File: src/rtl/core/ssr_pkg.sv
// Shared types, command codes and the color palette of the screen cell renderer.
package ssr_pkg;

    // Command codes of an input beat.
    localparam logic [1:0] CMD_FRAME_START = 2'd0;
    localparam logic [1:0] CMD_CELL        = 2'd1;
    localparam logic [1:0] CMD_FRAME_END   = 2'd2;

    // Screen memory geometry.
    localparam int BMP_DEPTH  = 6144;
    localparam int ATTR_DEPTH = 768;
    localparam int BMP_AW     = 13;
    localparam int ATTR_AW    = 10;
    localparam logic [BMP_AW-1:0]  BMP_LIMIT = 13'd6144;
    localparam logic [ATTR_AW-1:0] ATTR_LAST = 10'd767;

    // Input beat.
    typedef struct packed {
        logic [1:0]  command;
        logic [12:0] cell_offset;
        logic [7:0]  pixel_byte;
        logic [7:0]  attr_byte;
        logic        force_redraw;
        logic        ram_changed;
    } t_in_item;

    // Output beat.
    typedef struct packed {
        logic        redraw_due;
        logic [7:0]  pixel_x;
        logic [7:0]  pixel_y;
        logic [3:0]  color_index;
        logic [15:0] color_rgb565;
        logic        is_pixel;
        logic        last;
    } t_out_item;

    // Work handed from the front end to the pixel back end.
    typedef struct packed {
        logic        is_pixel;
        logic        redraw_due;
        logic [4:0]  col;
        logic [7:0]  y;
        logic [7:0]  bits;
        logic [3:0]  ink;
        logic [3:0]  paper;
    } t_job;

    // Fixed sixteen-entry palette, upper half are the bright colors.
    function automatic logic [15:0] palette565(input logic [3:0] idx);
        logic [15:0] c;
        case (idx)
            4'd0:    c = 16'h0000;
            4'd1:    c = 16'h001E;
            4'd2:    c = 16'hF000;
            4'd3:    c = 16'hF01E;
            4'd4:    c = 16'h0780;
            4'd5:    c = 16'h079E;
            4'd6:    c = 16'hF780;
            4'd7:    c = 16'hF79E;
            4'd8:    c = 16'h0000;
            4'd9:    c = 16'h001F;
            4'd10:   c = 16'hF800;
            4'd11:   c = 16'hF81F;
            4'd12:   c = 16'h07E0;
            4'd13:   c = 16'h07FF;
            4'd14:   c = 16'hFFE0;
            default: c = 16'hFFFF;
        endcase
        return c;
    endfunction

endpackage

File: src/rtl/core/ssr_back.sv
// Back end: expands queued jobs into output beats, one pixel per cycle while the output is not stalled.
module ssr_back (
    input  logic               i_clk,
    input  logic               i_rst_n,
    input  logic               i_q_valid,
    input  ssr_pkg::t_job      i_q_job,
    output logic               o_q_pop,
    output logic               o_out_valid,
    output ssr_pkg::t_out_item o_out_item,
    input  logic               i_out_stall
);

    logic               r_out_valid;
    ssr_pkg::t_out_item r_out_item;
    logic [2:0]         r_beat;
    logic               load;
    logic               bit_on;
    logic [3:0]         ci;
    ssr_pkg::t_out_item n_item;

    assign load   = i_q_valid && (!r_out_valid || !i_out_stall);
    assign bit_on = i_q_job.bits[3'd7 - r_beat];
    assign ci     = bit_on ? i_q_job.ink : i_q_job.paper;
    assign o_q_pop = load && (!i_q_job.is_pixel || r_beat == 3'd7);

    // Output beat for the current position in the head job.
    always_comb begin
        n_item = '0;
        if (i_q_job.is_pixel) begin
            n_item.pixel_x      = {i_q_job.col, r_beat};
            n_item.pixel_y      = i_q_job.y;
            n_item.color_index  = ci;
            n_item.color_rgb565 = ssr_pkg::palette565(ci);
            n_item.is_pixel     = 1'b1;
            n_item.last         = r_beat == 3'd7;
        end else begin
            n_item.redraw_due = i_q_job.redraw_due;
            n_item.last       = 1'b1;
        end
    end

    // Output register and pixel position.
    always_ff @(posedge i_clk) begin
        if (!i_rst_n) begin
            r_out_valid <= 1'b0;
            r_beat      <= '0;
        end else begin
            if (!r_out_valid || !i_out_stall) begin
                r_out_valid <= i_q_valid;
            end
            if (load && i_q_job.is_pixel) begin
                r_beat <= r_beat + 3'd1;
            end
        end
    end

    always_ff @(posedge i_clk) begin
        if (load) begin
            r_out_item <= n_item;
        end
    end

    assign o_out_valid = r_out_valid;
    assign o_out_item  = r_out_item;

endmodule

File: config.mk
export PLATFORM = sky130hd
export DESIGN_NAME = ssr_back
export DESIGN_NICKNAME = d
export VERILOG_FILES = /design/src/rtl/core/ssr_pkg.sv /design/src/rtl/core/ssr_back.sv
export SDC_FILE = /design/constraint.sdc
export NUM_CORES = 1
export LEC_CHECK = 0
export CAP_MARGIN = 20
export CORE_MARGIN = 2
export CORE_UTILIZATION = 55
export CTS_CLUSTER_DIAMETER = 100
export DETAILED_ROUTE_END_ITERATION = 10
export DONT_BUFFER_PORTS = 1
export PLACE_DENSITY = 0.81
export SYNTH_ARGS = -nofsm -noshare
export SYNTH_HDL_FRONTEND = slang
export SYNTH_SLANG_ARGS = --single-unit
File: constraint.sdc
create_clock -name i_clk -period 2.55 [get_ports i_clk]
set_clock_uncertainty 0.15 [all_clocks]
set_input_delay 0.51 -clock i_clk [delete_from_list [all_inputs] [get_ports i_clk]]
set_output_delay 0.51 -clock i_clk [all_outputs]
set_load 0.005 [all_outputs]
# --- Word-level counts from Yosys, hierarchy flattened ---
# Memories as Yosys holds them, arrays and structs flattened. A register that Yosys moved wholly into a read port is not among the register bits.
# Cells that the tools add are included.
word_totals:
  output_inout_bits: 41
  word_cells: 26
  rom_bits: 256
  n_memories: 1
  register_bits: 27
  inputBits: 35
memory_table:
  columns: ["memory", "depth", "width", "read_ports", "rd_clocked_by_memory_dff", "write_ports", "line_no", "source"]
  rows:
  - ["(name not given)", 16, 16, 1, 1, 0, "ssr_pkg.sv:52", "case (idx)"]
op_classes:
  muxes: 4
  n_addsub: 2
  n_reduce_logical: 9
  eq_ne: 1
  magnitude_cmp: 1
ops:
  columns: ["cell", "n"]
  rows:
  - ["zero test 1 bit", 4]
  - ["< comparator 3 x 4 -> 1 bit (second input constant)", 1]
  - ["two-way mux 4 bit", 1]
  - ["adder 3 x 1 -> 3 bit (second input constant)", 1]
  - ["binary-select mux 1 bit (select 3 bit)", 1]
  - ["equality test 3 bit (second input constant)", 1]
  - ["logical AND 1 bit", 3]
  - ["subtractor 3 bit (first input constant)", 1]
  - ["logical OR 1 bit", 2]
  - ["two-way mux 1 bit", 2]

# --- Logic depth before layout (Yosys ltp) ---
depth:
  word_depth: 4
  mapped_depth: 5
  mapped_depth_nobuf: 4

# --- Worst setup path after synthesis ---
# Ideal clock, no wire load.
synth_path:
  path_kind: "input -> output"
  start: "input i_q_valid"
  end: "output o_q_pop"
  path_buffers: 0
  t_required_ns: 1.890
  arrival_ns: 1.537
  path_stages: 3
  slack_ns: 0.353
  cell_sequence: "a21bo_2 -> inv_1 -> and2_1"
synth_via:
  elab_chain_len: 2
synth_lines:
  columns: ["element", "line_no", "source"]
  rows:
  - ["start: declaration", "ssr_back.sv:5", "input logic i_q_valid,"]
  - ["logical AND 1 bit", "ssr_back.sv:21", "assign load = i_q_valid && (!r_out_valid || !i_out_stall);"]
  - ["named net load", "ssr_back.sv:16", "logic load;"]
  - ["logical AND 1 bit", "ssr_back.sv:24", "assign o_q_pop = load && (!i_q_job.is_pixel || r_beat == 3'd7);"]
  - ["end: declaration", "ssr_back.sv:7", "output logic o_q_pop,"]
# The timed path passes the listed nets, and every way through them passes these cells.

# --- Worst setup path in the final report ---
layout_path:
  start: "register r_beat[0]"
  end: "output o_q_pop"
layout_via:
  elab_chain_len: 3
layout_lines:
  columns: ["element", "line_no", "source"]
  rows:
  - ["start: declaration", "ssr_back.sv:15", "logic [2:0] r_beat;"]
  - ["start signal: assignment", "ssr_back.sv:52", "r_beat <= r_beat + 3'd1;"]
  - ["equality test 3 bit", "ssr_back.sv:24", null]
  - ["logical OR 1 bit", "ssr_back.sv:24", null]
  - ["logical AND 1 bit", "ssr_back.sv:24", null]
# No other way between the ends.

==> key figures <==
Floorplan
  • Die Ht: 54.66 µm
  • I/O pin cnt: 76
  • DIE AREA: 2987 µm²
  • FP Rows: 18
  • Initial Util: 57.49%
  • Core area: 2455 µm²
  • Die width: 54.66 µm

Placement
  • Global placement routability congestion: 0.6465
  • Detailed placer's ending HPWL: 1599 µm
  • Placement Setup Slack: 716.9 ps
  • Port Buf Inserts: 0

Clock tree
  • Clock buffer count from CTS: 5
  • CTS tree: done
  • Post-CTS Setup Inserts: 0
  • Resized cells post-CTS: 0
  • Worst-Skew Late Latency: 320 ps
  • CTS sink count: 30
  • Clock Root Buffer: clkbuf_4
  • Hold-fix buffers at CTS: 0
  • H-tree depth: 2
  • Clk buf depth: 2
  • Clock-pin slew on the worst setup and hold paths: 90 ps

Final layout
  • Area of the multi-input gates: 404.1 µm²
  • Register area: 860.8 µm²
  • Layout cells sized above 1: 11.76%
  • Fin nets: 138
  • ANT cells: 0
  • Area Overhead vs Synth: -2.305%
  • Fill count: 199
  • Final Util: 56.17%

Critical path
  • Most frequent CP cell: ha_1
  • Worst Setup SP: r_beat[0]
  • Crit path required time: 1890 ps
  • CP Capture Type: primary output
  • CP max stage delay: 410 ps
  • CP Launch Type: register
  • Crit path cell chain: ha_1 -> ha_1 -> nand2b_1 -> and2_1
  • WP data arrival: 1460 ps
  • CP max-delay cell: dfxtp_1
  • CP top delay family: adder cells
  • Reg2reg start: r_beat[0]
  • CP bufs+invs: 0
  • Crit Path Max Fanout: 8
  • Crit Path Category: reg2out

Synth
  • Syn Std Cell Area: 1411 µm²
  • Post-synth top area cell: edfxtp_1
  • Avg Inst Size Synth: 12.71 µm²
  • Synthesized Nets: 148
  • Synth warn: 0
  • Area share of the largest cell type after synthesis: 55.32%
  • Synthesized instance count: 111
  • Seq cells post-synth: 30
  • Synth cell types: 20
  • Largest cells by area after synthesis: edfxtp_1, mux2i_1, and2_1, buf_4, dfxtp_1
  • Register area share after synthesis: 60.99%

Power
  • Int Pwr: 701.2 µW
  • Peak supply drop: 417.5 µV
  • Power Dens Cells: 657.0 nW/µm²
  • LEAKAGE: 0.0005228 µW
  • Clk pwr share: 27.9%
  • Comb pwr share: 6.6%
  • Sw Ratio: 22.60%
  • Seq pwr share: 65.5%
  • Psw: 204.7 µW
  • Total power draw: 905.9 µW

GRT
  • Vias in the first global route: 676
  • Initial antenna violation count: 0
  • GRT Overall Usage: 15.98%
  • Grt total ovfl: 0
  • Largest net degree at the start of global routing: 37
  • First-pass GRT wire length: 3098 µm

Routing
  • Per-cell routed wire length: 16.87 µm
  • Vias post-DR: 747
  • Vias per Instance: 5.659
  • Drt first pass iters: 4
  • Post-route ant nets: 0
  • Drt initial violations: 13
  • Routed WL: 2227 µm
  • DR DRC count: 0

Timing
  • Finish-stage setup viols: 0
  • Fin crit period: 2121 ps
  • Final worst-path cycle share: 83.19%
  • Max Clk Rate: 0.4714 GHz
  • Rel. slew slack: 78.67%
  • Unrepaired setup endpoints after global routing: false
  • Slew @ Worst Pin: 319.6 ps
  • Hold WS: 139.0 ps
  • Fin. Hold Viols: 0
  • Final Max Tran Viols: 0
  • Final worst slack: 428.8 ps
  • Setup TNS: 0 ps

Min path
  • HP Start: i_q_job[30]
  • Min-Delay Path Class: in2reg

Flow run
  • Max_cap viols: 0

Status
  • Status: finished clean
Yosys cell counts:
library cell	number
edfxtp_1	26
and2_1	16
buf_4	13
mux2i_1	11
nand2_1	8
nand3_1	8
a21oi_1	4
clkbuf_1	4
dfxtp_1	4
inv_1	3
o21ai_0	3
buf_6	2
ha_1	2
a21bo_2	1
and2_2	1
mux4_2	1
nand2b_1	1
nor2_1	1
nor2b_1	1
or3_2	1
path summary, 6_finish.rpt:
kind	to	slack [ps]	cells after the start
hold / removal	o_out_item[1]	140	0
setup reg to reg	o_out_item[8]	710	3
setup / recovery	o_q_pop	430	4
hold reg to reg	r_beat[1]	380	2
metrics by stage:
stage,std cells,area (µm²)
after floorplan,111,1411
after global placement,124,1329
after detailed placement,124,1329
after CTS,132,1379
after global routing,132,1379
final,132,1379
per-layer routing:
metal	share of wire [%]	routed length (µm)	global-route usage, %	vias to the layer above
met3	10	232	9.016	7
met1	33	738	14.61	340
met2	54	1197	26.39	49
met4	2.6	58	11.25	0
met5	0	0	0	-
li1	-	-	-	351
logic make-up after synthesis:
logic type | Yosys count | share of synthesized area [%]
buffers and inverters | 22 | 10.37
adder cells (fa/ha/maj) | 2 | 1.773
flip-flops | 30 | 60.99
AO/OA/AOI/OAI | 8 | 3.191
multiplexers | 12 | 9.397
AND/OR/NAND/NOR | 37 | 14.27
worst register-to-register path, delay by kind of cell (launching register included):
family | cells | cell delay [ps]
flip-flops | 1 | 520
multiplexers | 3 | 920
area by class of cell:
cell class	instances	share of cell area (%)
sequential	30	62.43
multi-input combinational	59	29.31
clock buffer	6	2.995
tap	30	2.722
timing repair buffer	2	1.089
inverter	3	0.8167
clock inverter	2	0.6352
power groups by stage:
stage | Sequential [µW] | Clock, µW | Combinational, µW
after floorplan | 596 | 0 | 83.5
after global placement | 604 | 0 | 56.5
after detailed placement | 606 | 0 | 60.2
after CTS | 594 | 266 | 60.2
after global routing | 601 | 291 | 66.4
final | 593 | 253 | 59.4
placed cells by master, fill, tap and decap left out, types with 3 or more instances in the layout:
cell type / n
mux2i_1: 11
dfxtp_1: 4
edfxtp_1: 26
clkbuf_4: 5
o21ai_0: 3
inv_1: 3
and2_1: 16
a21oi_1: 4
nand3_1: 8
nand2_1: 8
sequential cells by signal, indices dropped and copies added (netlist names):
signal	count
r_beat	3
o_out_item	26
o_out_valid	1
Note: power is estimated with default switching activity, not from simulation.
