**config.mk**
```make
export PLATFORM = sky130hd
export DESIGN_NAME = ssr_queue
export DESIGN_NICKNAME = d
export VERILOG_FILES = /design/src/rtl/core/ssr_pkg.sv /design/src/rtl/core/ssr_queue.sv
export SDC_FILE = /design/constraint.sdc
export NUM_CORES = 1
export LEC_CHECK = 0
export ABC_AREA = 1
export BUFFER_PORTS_ARGS = -buffer_cell sky130_fd_sc_hd__buf_4
export CAP_MARGIN = 20
export CORE_ASPECT_RATIO = 0.5
export CORE_MARGIN = 4
export CORE_UTILIZATION = 40
export CTS_BUF_LIST = sky130_fd_sc_hd__clkbuf_4
export DETAILED_ROUTE_END_ITERATION = 10
export PLACE_DENSITY = 0.64
export SETUP_SLACK_MARGIN = 0.4
export SLEW_MARGIN = 40
export SYNTH_ARGS = -nofsm -noshare
export SYNTH_HDL_FRONTEND = slang
export SYNTH_SLANG_ARGS = --single-unit
```
**constraint.sdc**
```tcl
create_clock -name i_clk -period 3.2 [get_ports i_clk]
set_input_delay 0.64 -clock i_clk [delete_from_list [all_inputs] [get_ports i_clk]]
set_output_delay 0.64 -clock i_clk [all_outputs]
set_load 0.02 [all_outputs]
```
**src/rtl/core/ssr_pkg.sv**
```systemverilog
// Shared types, command codes and the color palette of the screen cell renderer.
package ssr_pkg;

    // Command codes of an input beat.
    localparam logic [1:0] CMD_FRAME_START = 2'd0;
    localparam logic [1:0] CMD_CELL        = 2'd1;
    localparam logic [1:0] CMD_FRAME_END   = 2'd2;

    // Screen memory geometry.
    localparam int BMP_DEPTH  = 6144;
    localparam int ATTR_DEPTH = 768;
    localparam int BMP_AW     = 13;
    localparam int ATTR_AW    = 10;
    localparam logic [BMP_AW-1:0]  BMP_LIMIT = 13'd6144;
    localparam logic [ATTR_AW-1:0] ATTR_LAST = 10'd767;

    // Input beat.
    typedef struct packed {
        logic [1:0]  command;
        logic [12:0] cell_offset;
        logic [7:0]  pixel_byte;
        logic [7:0]  attr_byte;
        logic        force_redraw;
        logic        ram_changed;
    } t_in_item;

    // Output beat.
    typedef struct packed {
        logic        redraw_due;
        logic [7:0]  pixel_x;
        logic [7:0]  pixel_y;
        logic [3:0]  color_index;
        logic [15:0] color_rgb565;
        logic        is_pixel;
        logic        last;
    } t_out_item;

    // Work handed from the front end to the pixel back end.
    typedef struct packed {
        logic        is_pixel;
        logic        redraw_due;
        logic [4:0]  col;
        logic [7:0]  y;
        logic [7:0]  bits;
        logic [3:0]  ink;
        logic [3:0]  paper;
    } t_job;

    // Fixed sixteen-entry palette, upper half are the bright colors.
    function automatic logic [15:0] palette565(input logic [3:0] idx);
        logic [15:0] c;
        case (idx)
            4'd0:    c = 16'h0000;
            4'd1:    c = 16'h001E;
            4'd2:    c = 16'hF000;
            4'd3:    c = 16'hF01E;
            4'd4:    c = 16'h0780;
            4'd5:    c = 16'h079E;
            4'd6:    c = 16'hF780;
            4'd7:    c = 16'hF79E;
            4'd8:    c = 16'h0000;
            4'd9:    c = 16'h001F;
            4'd10:   c = 16'hF800;
            4'd11:   c = 16'hF81F;
            4'd12:   c = 16'h07E0;
            4'd13:   c = 16'h07FF;
            4'd14:   c = 16'hFFE0;
            default: c = 16'hFFFF;
        endcase
        return c;
    endfunction

endpackage

```
**src/rtl/core/ssr_queue.sv**
```systemverilog
// Small job queue between the front end and the pixel back end.
module ssr_queue #(
    parameter int DEPTH = 4
) (
    input  logic          i_clk,
    input  logic          i_rst_n,
    input  logic          i_push,
    input  ssr_pkg::t_job i_job,
    output logic          o_full,
    input  logic          i_pop,
    output logic          o_valid,
    output ssr_pkg::t_job o_job
);

    localparam int PW = $clog2(DEPTH);
    localparam int NW = $clog2(DEPTH + 1);
    localparam logic [PW-1:0] PTR_LAST = PW'(DEPTH - 1);

    ssr_pkg::t_job r_slot [DEPTH];
    logic [PW-1:0] r_wr_ptr;
    logic [PW-1:0] r_rd_ptr;
    logic [NW-1:0] r_count;
    logic          do_push;
    logic          do_pop;

    assign o_full  = r_count == NW'(DEPTH);
    assign o_valid = r_count != '0;
    assign o_job   = r_slot[r_rd_ptr];
    assign do_push = i_push && !o_full;
    assign do_pop  = i_pop && o_valid;

    // Pointers and fill count.
    always_ff @(posedge i_clk) begin
        if (!i_rst_n) begin
            r_wr_ptr <= '0;
            r_rd_ptr <= '0;
            r_count  <= '0;
        end else begin
            if (do_push) begin
                r_wr_ptr <= (r_wr_ptr == PTR_LAST) ? '0 : r_wr_ptr + PW'(1);
            end
            if (do_pop) begin
                r_rd_ptr <= (r_rd_ptr == PTR_LAST) ? '0 : r_rd_ptr + PW'(1);
            end
            if (do_push && !do_pop) begin
                r_count <= r_count + NW'(1);
            end else if (do_pop && !do_push) begin
                r_count <= r_count - NW'(1);
            end
        end
    end

    // Slot storage.
    always_ff @(posedge i_clk) begin
        if (do_push) begin
            r_slot[r_wr_ptr] <= i_job;
        end
    end

endmodule

```
Word level (Yosys, flattened, before mapping)
Memory sizes are Yosys's and may differ from the RTL's. A register that Yosys moved wholly into a read port is not among the register bits.
Index checks and enable logic that the tools add are counted.
{ "totals": {"ramBits": 124, "register_bits": 7, "out_inout_bits": 33, "latchBits": 0, "in_bits": 35, "mem_bits_ro": 0, "word_cells": 28, "mem_count": 1} }
{ "classes": {"order_cmp": 0, "shift": 0, "reduce_logical": 9, "muxes": 8, "addsub": 4, "bitwise_logic": 0, "eq_ne": 3, "div": 0, "multipliers": 0} }
{ "memory_table": {"columns": ["memory", "words", "width", "read_ports", "rd_ports_with_merged_regs", "wr", "line", "source"], "rows": [
  ["r_slot", 4, 31, 1, 1, 1, "ssr_queue.sv:19", "ssr_pkg::t_job r_slot [DEPTH];"]
]} }
{ "op_table": {"columns": ["op", "n"], "rows": [
  ["$mux W2", 4],
  ["$mux W3", 2],
  ["$add A2 B1 Y2 const B", 2],
  ["$eq A2 B2 Y1 const B", 2],
  ["$logic_and A1 B1 Y1", 4],
  ["$add A3 B1 Y3 const B", 1],
  ["$eq A3 B3 Y1 const B", 1],
  ["$logic_not A1 Y1", 3],
  ["$reduce_bool A3 Y1", 1],
  ["$sub A3 B1 Y3 const B", 1],
  ["$mux W1", 2],
  ["$reduce_bool A2 Y1", 1]
]} }

Depth between registers and ports, before layout
Gate-level depths: netlist of run 1.
{ "logic_depth": {"word_depth": 7, "mapped_depth": 13, "ltp_nobuf": 13} }

Worst setup path after synthesis of run 1
Ideal clock, no wire load.
{ "synth_path": {"path_kind": "input port to flip-flop", "start": "input port i_push", "end": "memory r_slot[3][0] (netlist bit) (enable)", "cell_stages": 2, "t_arrival_ps": 2046, "t_required_ps": 2781, "path_buffers": 0, "setup_slack_ps": 735, "path_cell_list": "nand2_2 > nor2_1"} }
{ "synth_between": {"elab_chain_cells": 3} }
{ "synth_rtl": {"columns": ["element", "line", "source"], "rows": [
  ["from (decl)", "ssr_queue.sv:7", "input logic i_push,"],
  ["$logic_and A1 B1 Y1", "ssr_queue.sv:29", "assign do_push = i_push && !o_full;"],
  ["$mux W1", "ssr_queue.sv:55", "if (do_push) begin"],
  ["$mux W1 (implied by the code)", "ssr_queue.sv:56", "r_slot[r_wr_ptr] <= i_job;"],
  ["to (decl)", "ssr_queue.sv:19", null]
]} }
No other way between the ends.

==> reports/results.tsv, run 1 <==
stage	metric	value	unit
run_status	status	finished clean	
placed_design	dp_hpwl	5.81	mm
yosys	ys_types	21	
clock_tree	cts_tree	yes	
global_routing	gr-total-overflow	0	
yosys	synth_nets	413	
power	irDropWorstVdd	266	uV
clock_tree	postCtsSetupBuffers	0	
routing	post_drt_wl_per_cell	15.7	um
global_routing	grt_pass1_wl	15.6	mm
clock_tree	cts_resized	0	
placed_design	port_buffers	67	
timing	worst_pin_slew	0.566	ns
routing	drc	0	
timing	maxSlewHeadroom	62.2	%
routing	wl	9.81	mm
routing	vias	3082	
timing	clock.fmax	388	MHz
clock_tree	htree_levels	4	
clock_tree	clk_pin_slew	0.11	ns
routing	first_pass_iters	6	
layout	mostFrequentLayoutCell	edfxtp_1	
yosys	synth.yosys.seq_area_share	75.9	%
layout	layout-drive-gt1-share	23.8	%
floorplan	fp.dieArea	0.0149	mm2
floorplan	start_util	42.2	%
clock_tree	cts.sinks	133	
critical_path	worstPathRequired	2.56	ns
floorplan	fp.coreArea	0.0122	mm2
clock_tree	clk-insertion-delay-late	0.51	ns
power	powerDensity	821	mW/mm2
placed_design	dp_slack	1.04	ns
yosys	ys_warn_count	0	
global_routing	antenna_found_initial	0	
routing	drtIter0Drc	197	
critical_path	start_kind	register	
timing	min_period_over_period	80.6	%
clock_tree	hold_buffers	0	
flow_run	drv_cap	0	
timing	rsz0062_at_grt	no	
layout	synthToLayoutAreaGrowth	17.6	%
timing	finalSetupTns	0	ns
critical_path	worstSetupPathType	register to primary output	
layout	n_antenna_cell	0	
layout	finalNetCount	487	
layout	multiInputGateArea	0.00103	mm2
timing	finalSetupViolations	0	
yosys	synth_area	0.00514	mm2
critical_path	cp_max_fo	31	
timing	hold_viol	0	
timing	finalClockSkew	0.00827	ns
worst_hold_path	hold_path.class	input port to register	
yosys	syn_area_per_cell	13.9	um2
floorplan	fp.dieH	88.2	um
critical_path	cp-end-kind	primary output	
timing	min_period	2.58	ns
global_routing	grt_usage	13.9	%
placed_design	routabilityCongestion	0.756	
timing	slew_violations	0	
floorplan	core.rowCount	28	
floorplan	die_width	168	um
critical_path	crit_arrival	1.94	ns
clock_tree	numCtsBuffers	17	
global_routing	grt_pass1_vias	3089	
floorplan	io_pins	68	
clock_tree	cts_root_buf	clkbuf_4	
power	power_leakage	2.17	nW
global_routing	grt_max_degree	63	
routing	ant_nets	0	
yosys	synthCells	371	
layout	num-fill-cells	1068	
layout	seq_area	0.00391	mm2
routing	vias_per_cell	4.95	
yosys	synth-seq-cells	133	
layout	layout_common_cells	edfxtp_1 (124), nor2_1 (74), buf_4 (74), o21ai_1 (34), o22ai_1 (31)	
clock_tree	clock_path_buffers	2	
timing	fin_ws	0.621	ns
==> power by group <==
part	total, mW	internal (mW)	leakage [nW]	switching [mW]
clock	1.09	0.530	0.146	0.565
combinational	1.65	0.604	0.818	1.04
sequential	2.23	2.13	1.21	0.103
total	4.97	3.26	2.17	1.71
==> synthesized netlist by cell type <==
| library cell | number | area share, % |
|---|---|---|
| fa_1 | 1 | 0.39 |
| nand2_2 | 3 | 0.36 |
| inv_1 | 16 | 1.2 |
| inv_8 | 1 | 0.22 |
| buf_4 | 3 | 0.44 |
| edfxtp_1 | 124 | 72 |
| a21oi_1 | 2 | 0.19 |
| nand2_1 | 12 | 0.88 |
| nor2_1 | 78 | 5.7 |
| nor2_2 | 1 | 0.12 |
| nand3_1 | 1 | 0.097 |
| ha_1 | 6 | 1.5 |
| buf_6 | 10 | 2.2 |
| nand4_1 | 1 | 0.12 |
| inv_2 | 1 | 0.073 |
| nand3b_1 | 1 | 0.15 |
| buf_2 | 6 | 0.58 |
| o21ai_1 | 34 | 3.3 |
| dfxtp_1 | 9 | 3.5 |
| o21ai_0 | 30 | 2.9 |
| o22ai_1 | 31 | 3.8 |
==> path summary, 6_finish.rpt <==
kind              slack (ns)  cells past startpoint        from             to
setup / recovery        0.62                      4    register      o_job[24]
hold / removal          0.32                      1   i_job[11]  r_slot[0][11]
setup reg to reg        1.26                      9  r_count[1]     r_count[1]
hold reg to reg         0.52                      2  r_count[0]     r_count[0]
==> flip-flops by register name, summed over array words and instances, names as in the netlist, named ones only <==
signal and count:
r_count 3, r_rd_ptr 2, r_slot 124, r_wr_ptr 2
==> final cells by class <==
cell class,instances,share of cell area [%]
clock buffers,18,2.23
clock inverters,14,2.34
inverters,18,1.24
multi-input cells,201,17.0
flip-flops and latches,133,64.6
well taps,165,3.41
repair buffers,74,9.18
==> routing by layer <==
metal / share of wire (%) / wire (um) / global-route usage (%)
met1: 44 / 4370 / 17.0
met2: 50 / 4870 / 23.3
met3: 4.6 / 453 / 3.74
met4: 1.2 / 119 / 6.70
met5: 0 / 0 / 0
==> per-stage QoR <==
| step | util [%] | cell area (um2) | power, mW | hold slack [ns] | cells |
|---|---|---|---|---|---|
| floorplan | - | 5140 | 3.35 | 0.491 | 371 |
| global placement | 47.4 | 5770 | 3.93 | 0.506 | 591 |
| detailed placement | 47.4 | 5770 | 3.95 | 0.510 | 591 |
| CTS | 49.6 | 6050 | 5.04 | 0.275 | 623 |
| global route | 49.6 | 6050 | 5.28 | 0.260 | 623 |
| finish | 49.6 | 6050 | 4.97 | 0.322 | 623 |
==> cells by family after synthesis <==
group                      Yosys count  share of synthesized area [%]
and+or+nand+nor                     97                           7.42
DFF                                133                           75.9
buffers and inverters               37                           4.67
AOI/OAI and AO/OA                   97                           10.2
adders and majority gates            7                           1.85
==> critical path, cell delays in order, from the launching register on <==
cell	delay (ns)
dfxtp_1	0.42
inv_2	0.46
o21ai_1	0.14
o22ai_1	0.22
buf_4	0.19
Note: power is estimated with default switching activity, not from simulation.
==> run 2, diff against run 1 <==
- ABC_AREA: 1 -> 0
- clock period: 3.2 -> 2.4 ns (I/O delays scaled with it)
==> reports/results.tsv, run 2 <==
stage	metric	value	unit	change
run_status	status	finished clean		
placed_design	placed_area	0.00577	mm2	about the same
clock_tree	htree_levels	4		unchanged
global_routing	use_met1	16.0	%	-0.94 points
yosys	syn_area_per_cell	23.4	um2	+68%
power	powerDensity	1090	mW/mm2	+33%
floorplan	io_pins	68		unchanged
worst_hold_path	holdPathEnd	r_slot[1][29]		
critical_path	critPathMaxStageDelay	0.52	ns	+0.06 ns
placed_design	port_buffers	67		unchanged
timing	hold_viol	0		unchanged
critical_path	rrSetupSlack	0.39	ns	-0.87 ns
clock_tree	cts_root_buf	clkbuf_4		
routing	vias_per_cell	4.85		-1.9%
yosys	yosys.area.top_type	edfxtp_1		
timing	finalClockSkew	0.0144	ns	+0.00617 ns
layout	synthToLayoutAreaGrowth	29.8	%	
yosys	synth_common_cells	edfxtp_1 (124), mux4_2 (31), dfxtp_1 (9)		
floorplan	fp.dieH	86.7	um	-1.7%
yosys	synth_top_area_share	75.2	%	+2.8 points
worst_hold_path	hold_depth	1		unchanged
power	irDropWorstVdd	494	uV	+86%
global_routing	antenna_found_initial	0		unchanged
critical_path	path_cells	clkbuf_16 > mux4_2 > buf_6		
placed_design	routabilityCongestion	0.653		-14%
flow_run	drv_cap	0		unchanged
critical_path	reg2regPathDepth	8		-1
timing	slew_violations	0		unchanged
routing	post_drt_wl_per_cell	18.6	um	+18%
layout	multiInputGateArea	0.00104	mm2	+0.85%
critical_path	cp-end-kind	primary output		
critical_path	cpLargestDelayFamily	multiplexers		
clock_tree	cts_tree	yes		
critical_path	worstSetupPathType	register to primary output		
clock_tree	clk_pin_slew	0.12	ns	about the same
global_routing	met2_usage	23.4	%	+0.083 points
timing	worst_pin_slew	0.254	ns	-0.312 ns
routing	drtIter0Drc	105		-47%
layout	top_regs	r_slot (124), r_count (3)		
layout	post-route-cell-area	0.00643	mm2	+6.2%
global_routing	grt_usage	13.5	%	-0.31 points
critical_path	cp_max_fo	8		-74%
yosys	synth.yosys.seq_area_share	78.8	%	+2.9 points
timing	min_period	2.32	ns	
timing	clock.fmax	432	MHz	
yosys	synth_nets	254		-38%
worst_hold_path	hold_path.class	input port to register		
floorplan	core.rowCount	28		unchanged
routing	wl	9.04	mm	-7.9%
layout	num-fill-cells	911		-15%
yosys	synth_area	0.00495	mm2	-3.7%
power	power_leakage	2.19	nW	+0.90%
global_routing	grt_max_degree	26		-59%
critical_path	slowest_stage	mux4_2		
placed_design	dp_hpwl	5.52	mm	-4.9%
global_routing	top_usage_layer	met2		
routing	drc	0		unchanged
layout	regMostFlops	r_slot		
yosys	async_flop_share	0	%	unchanged
floorplan	start_util	41.5	%	-0.74 points
floorplan	fp.dieArea	0.0143	mm2	-3.5%
timing	finalSetupViolations	0		unchanged
clock_tree	cts.sinks	133		unchanged
yosys	ys_top_cells_by_area	edfxtp_1 (75%), mux4_2 (14%), dfxtp_1 (3.6%), ha_1 (1.5%), buf_6 (0.68%)		
layout	layout_common_cells	edfxtp_1 (124), buf_4 (42), buf_6 (33), mux4_2 (31), clkbuf_4 (18)		
critical_path	cp_num_buf_inv	2		unchanged
yosys	synth.most_common_cell	edfxtp_1		
floorplan	die_width	165	um	-1.8%
critical_path	crit_arrival	1.84	ns	-0.10 ns
critical_path	timing.rr.end	r_count[2]		
power	power	7.01	mW	+41%
layout	largest_register_ffs	124		unchanged
routing	vias	2354		-24%
clock_tree	clock_path_buffers	2		unchanged
clock_tree	hold_buffers	0		unchanged
critical_path	start_kind	register		
worst_hold_path	hp-start	i_job[29]		
yosys	synth-seq-cells	133		unchanged
floorplan	fp.coreArea	0.0119	mm2	-2.0%
yosys	synthCells	212		-43%
layout	n_antenna_cell	0		unchanged
layout	layout-drive-gt1-share	50.6	%	+27 points
yosys	ys.flop_type	edfxtp_1		
global_routing	grt_pass1_vias	2614		-15%
global_routing	grt_pass1_wl	14.1	mm	-9.3%
global_routing	groute.layer.met3.usage	3.52	%	-0.23 points
layout	mostFrequentLayoutCell	edfxtp_1		
routing	ant_nets	0		unchanged
yosys	synth_edf_count	124		unchanged
critical_path	worstPathRequired	1.92	ns	-0.64 ns
layout	seq_area	0.00392	mm2	+0.32%
yosys	ys_types	23		+9.5%
routing	first_pass_iters	4		-2
yosys	ys_warn_count	0		unchanged
global_routing	gr-total-overflow	0		unchanged
layout	finalNetCount	349		-28%
critical_path	r2r-start	r_count[1]		
timing	finalSetupTns	0	ns	unchanged
clock_tree	numCtsBuffers	17		unchanged
timing	min_period_over_period	96.5	%	
clock_tree	clk-insertion-delay-late	0.50	ns	about the same
timing	rsz0062_at_grt	yes		
timing	maxSlewHeadroom	82.9	%	+21 points
-- run 2: where the power goes --
group	total, mW	internal [mW]	leakage [nW]	switching [mW]
Clock	1.82	1.04	0.180	0.775
Sequential	2.95	2.84	1.21	0.119
Combinational	2.24	1.21	0.801	1.04
-- run 2: through the flow --
stage / worst slack, ns / hold slack [ns] / cells / utilization, %
after floorplan: 0.421 / 0.468 / 212 / -
after global placement: 0.331 / 0.479 / 444 / 48.3
after detailed placement: 0.137 / 0.520 / 444 / 48.3
after CTS: 0.00745 / 0.115 / 483 / 52.3
after global routing: -0.0428 / 0.0956 / 485 / 53.8
final: 0.0831 / 0.165 / 485 / 53.8
-- run 2: what timing repair did --
item,in CTS,in global routing
gates resized for setup,11,35
endpoints found under the hold margin,0,0
setup endpoints to repair,33,33
cloned,1,2
pin swaps,2,1
setup buffers,6,0
-- run 2: worst max path at each step --
stage	startpoint	to	slack (ns)	cells after the start
6_report	register	o_job[6]	0.08	3
5_1_grt	register	o_job[19]	-0.04	3
4_1_cts	register	o_job[28]	0.007	3
3_5_place_dp	i_push	r_count[2]	0.14	8
3_3_place_gp	i_push	r_count[2]	0.33	8
2_1_floorplan	r_count[2]	r_count[2]	0.42	9
-- run 2: area by class of cell --
class / instances / share of cell area [%]
flip-flops and latches: 133 / 61.0
clock inverters: 14 / 3.60
multi-input cells: 68 / 16.2
clock buffers: 18 / 2.10
well taps: 165 / 3.21
repair buffers: 84 / 13.8
inverters: 3 / 0.175
-- run 2: layer usage --
metal / vias up / part of all wire (%)
li1: 1072 / -
met5: - / 0
met4: 0 / 2.0
met2: 41 / 54
met1: 1226 / 41
met3: 15 / 3.0
-- run 2: cells by family (layout without fill, tap and decap cells) --
group / count (synthesis) / count (layout) / synth area share, %
compound gates: 5 / 5 / 0.606
xor+xnor: 2 / 2 / 0.354
fa+ha+maj: 7 / 7 / 1.92
buf+inv: 11 / 119 / 1.39
flops: 133 / 133 / 78.8
mux: 34 / 34 / 14.7
simple gates: 20 / 20 / 2.22
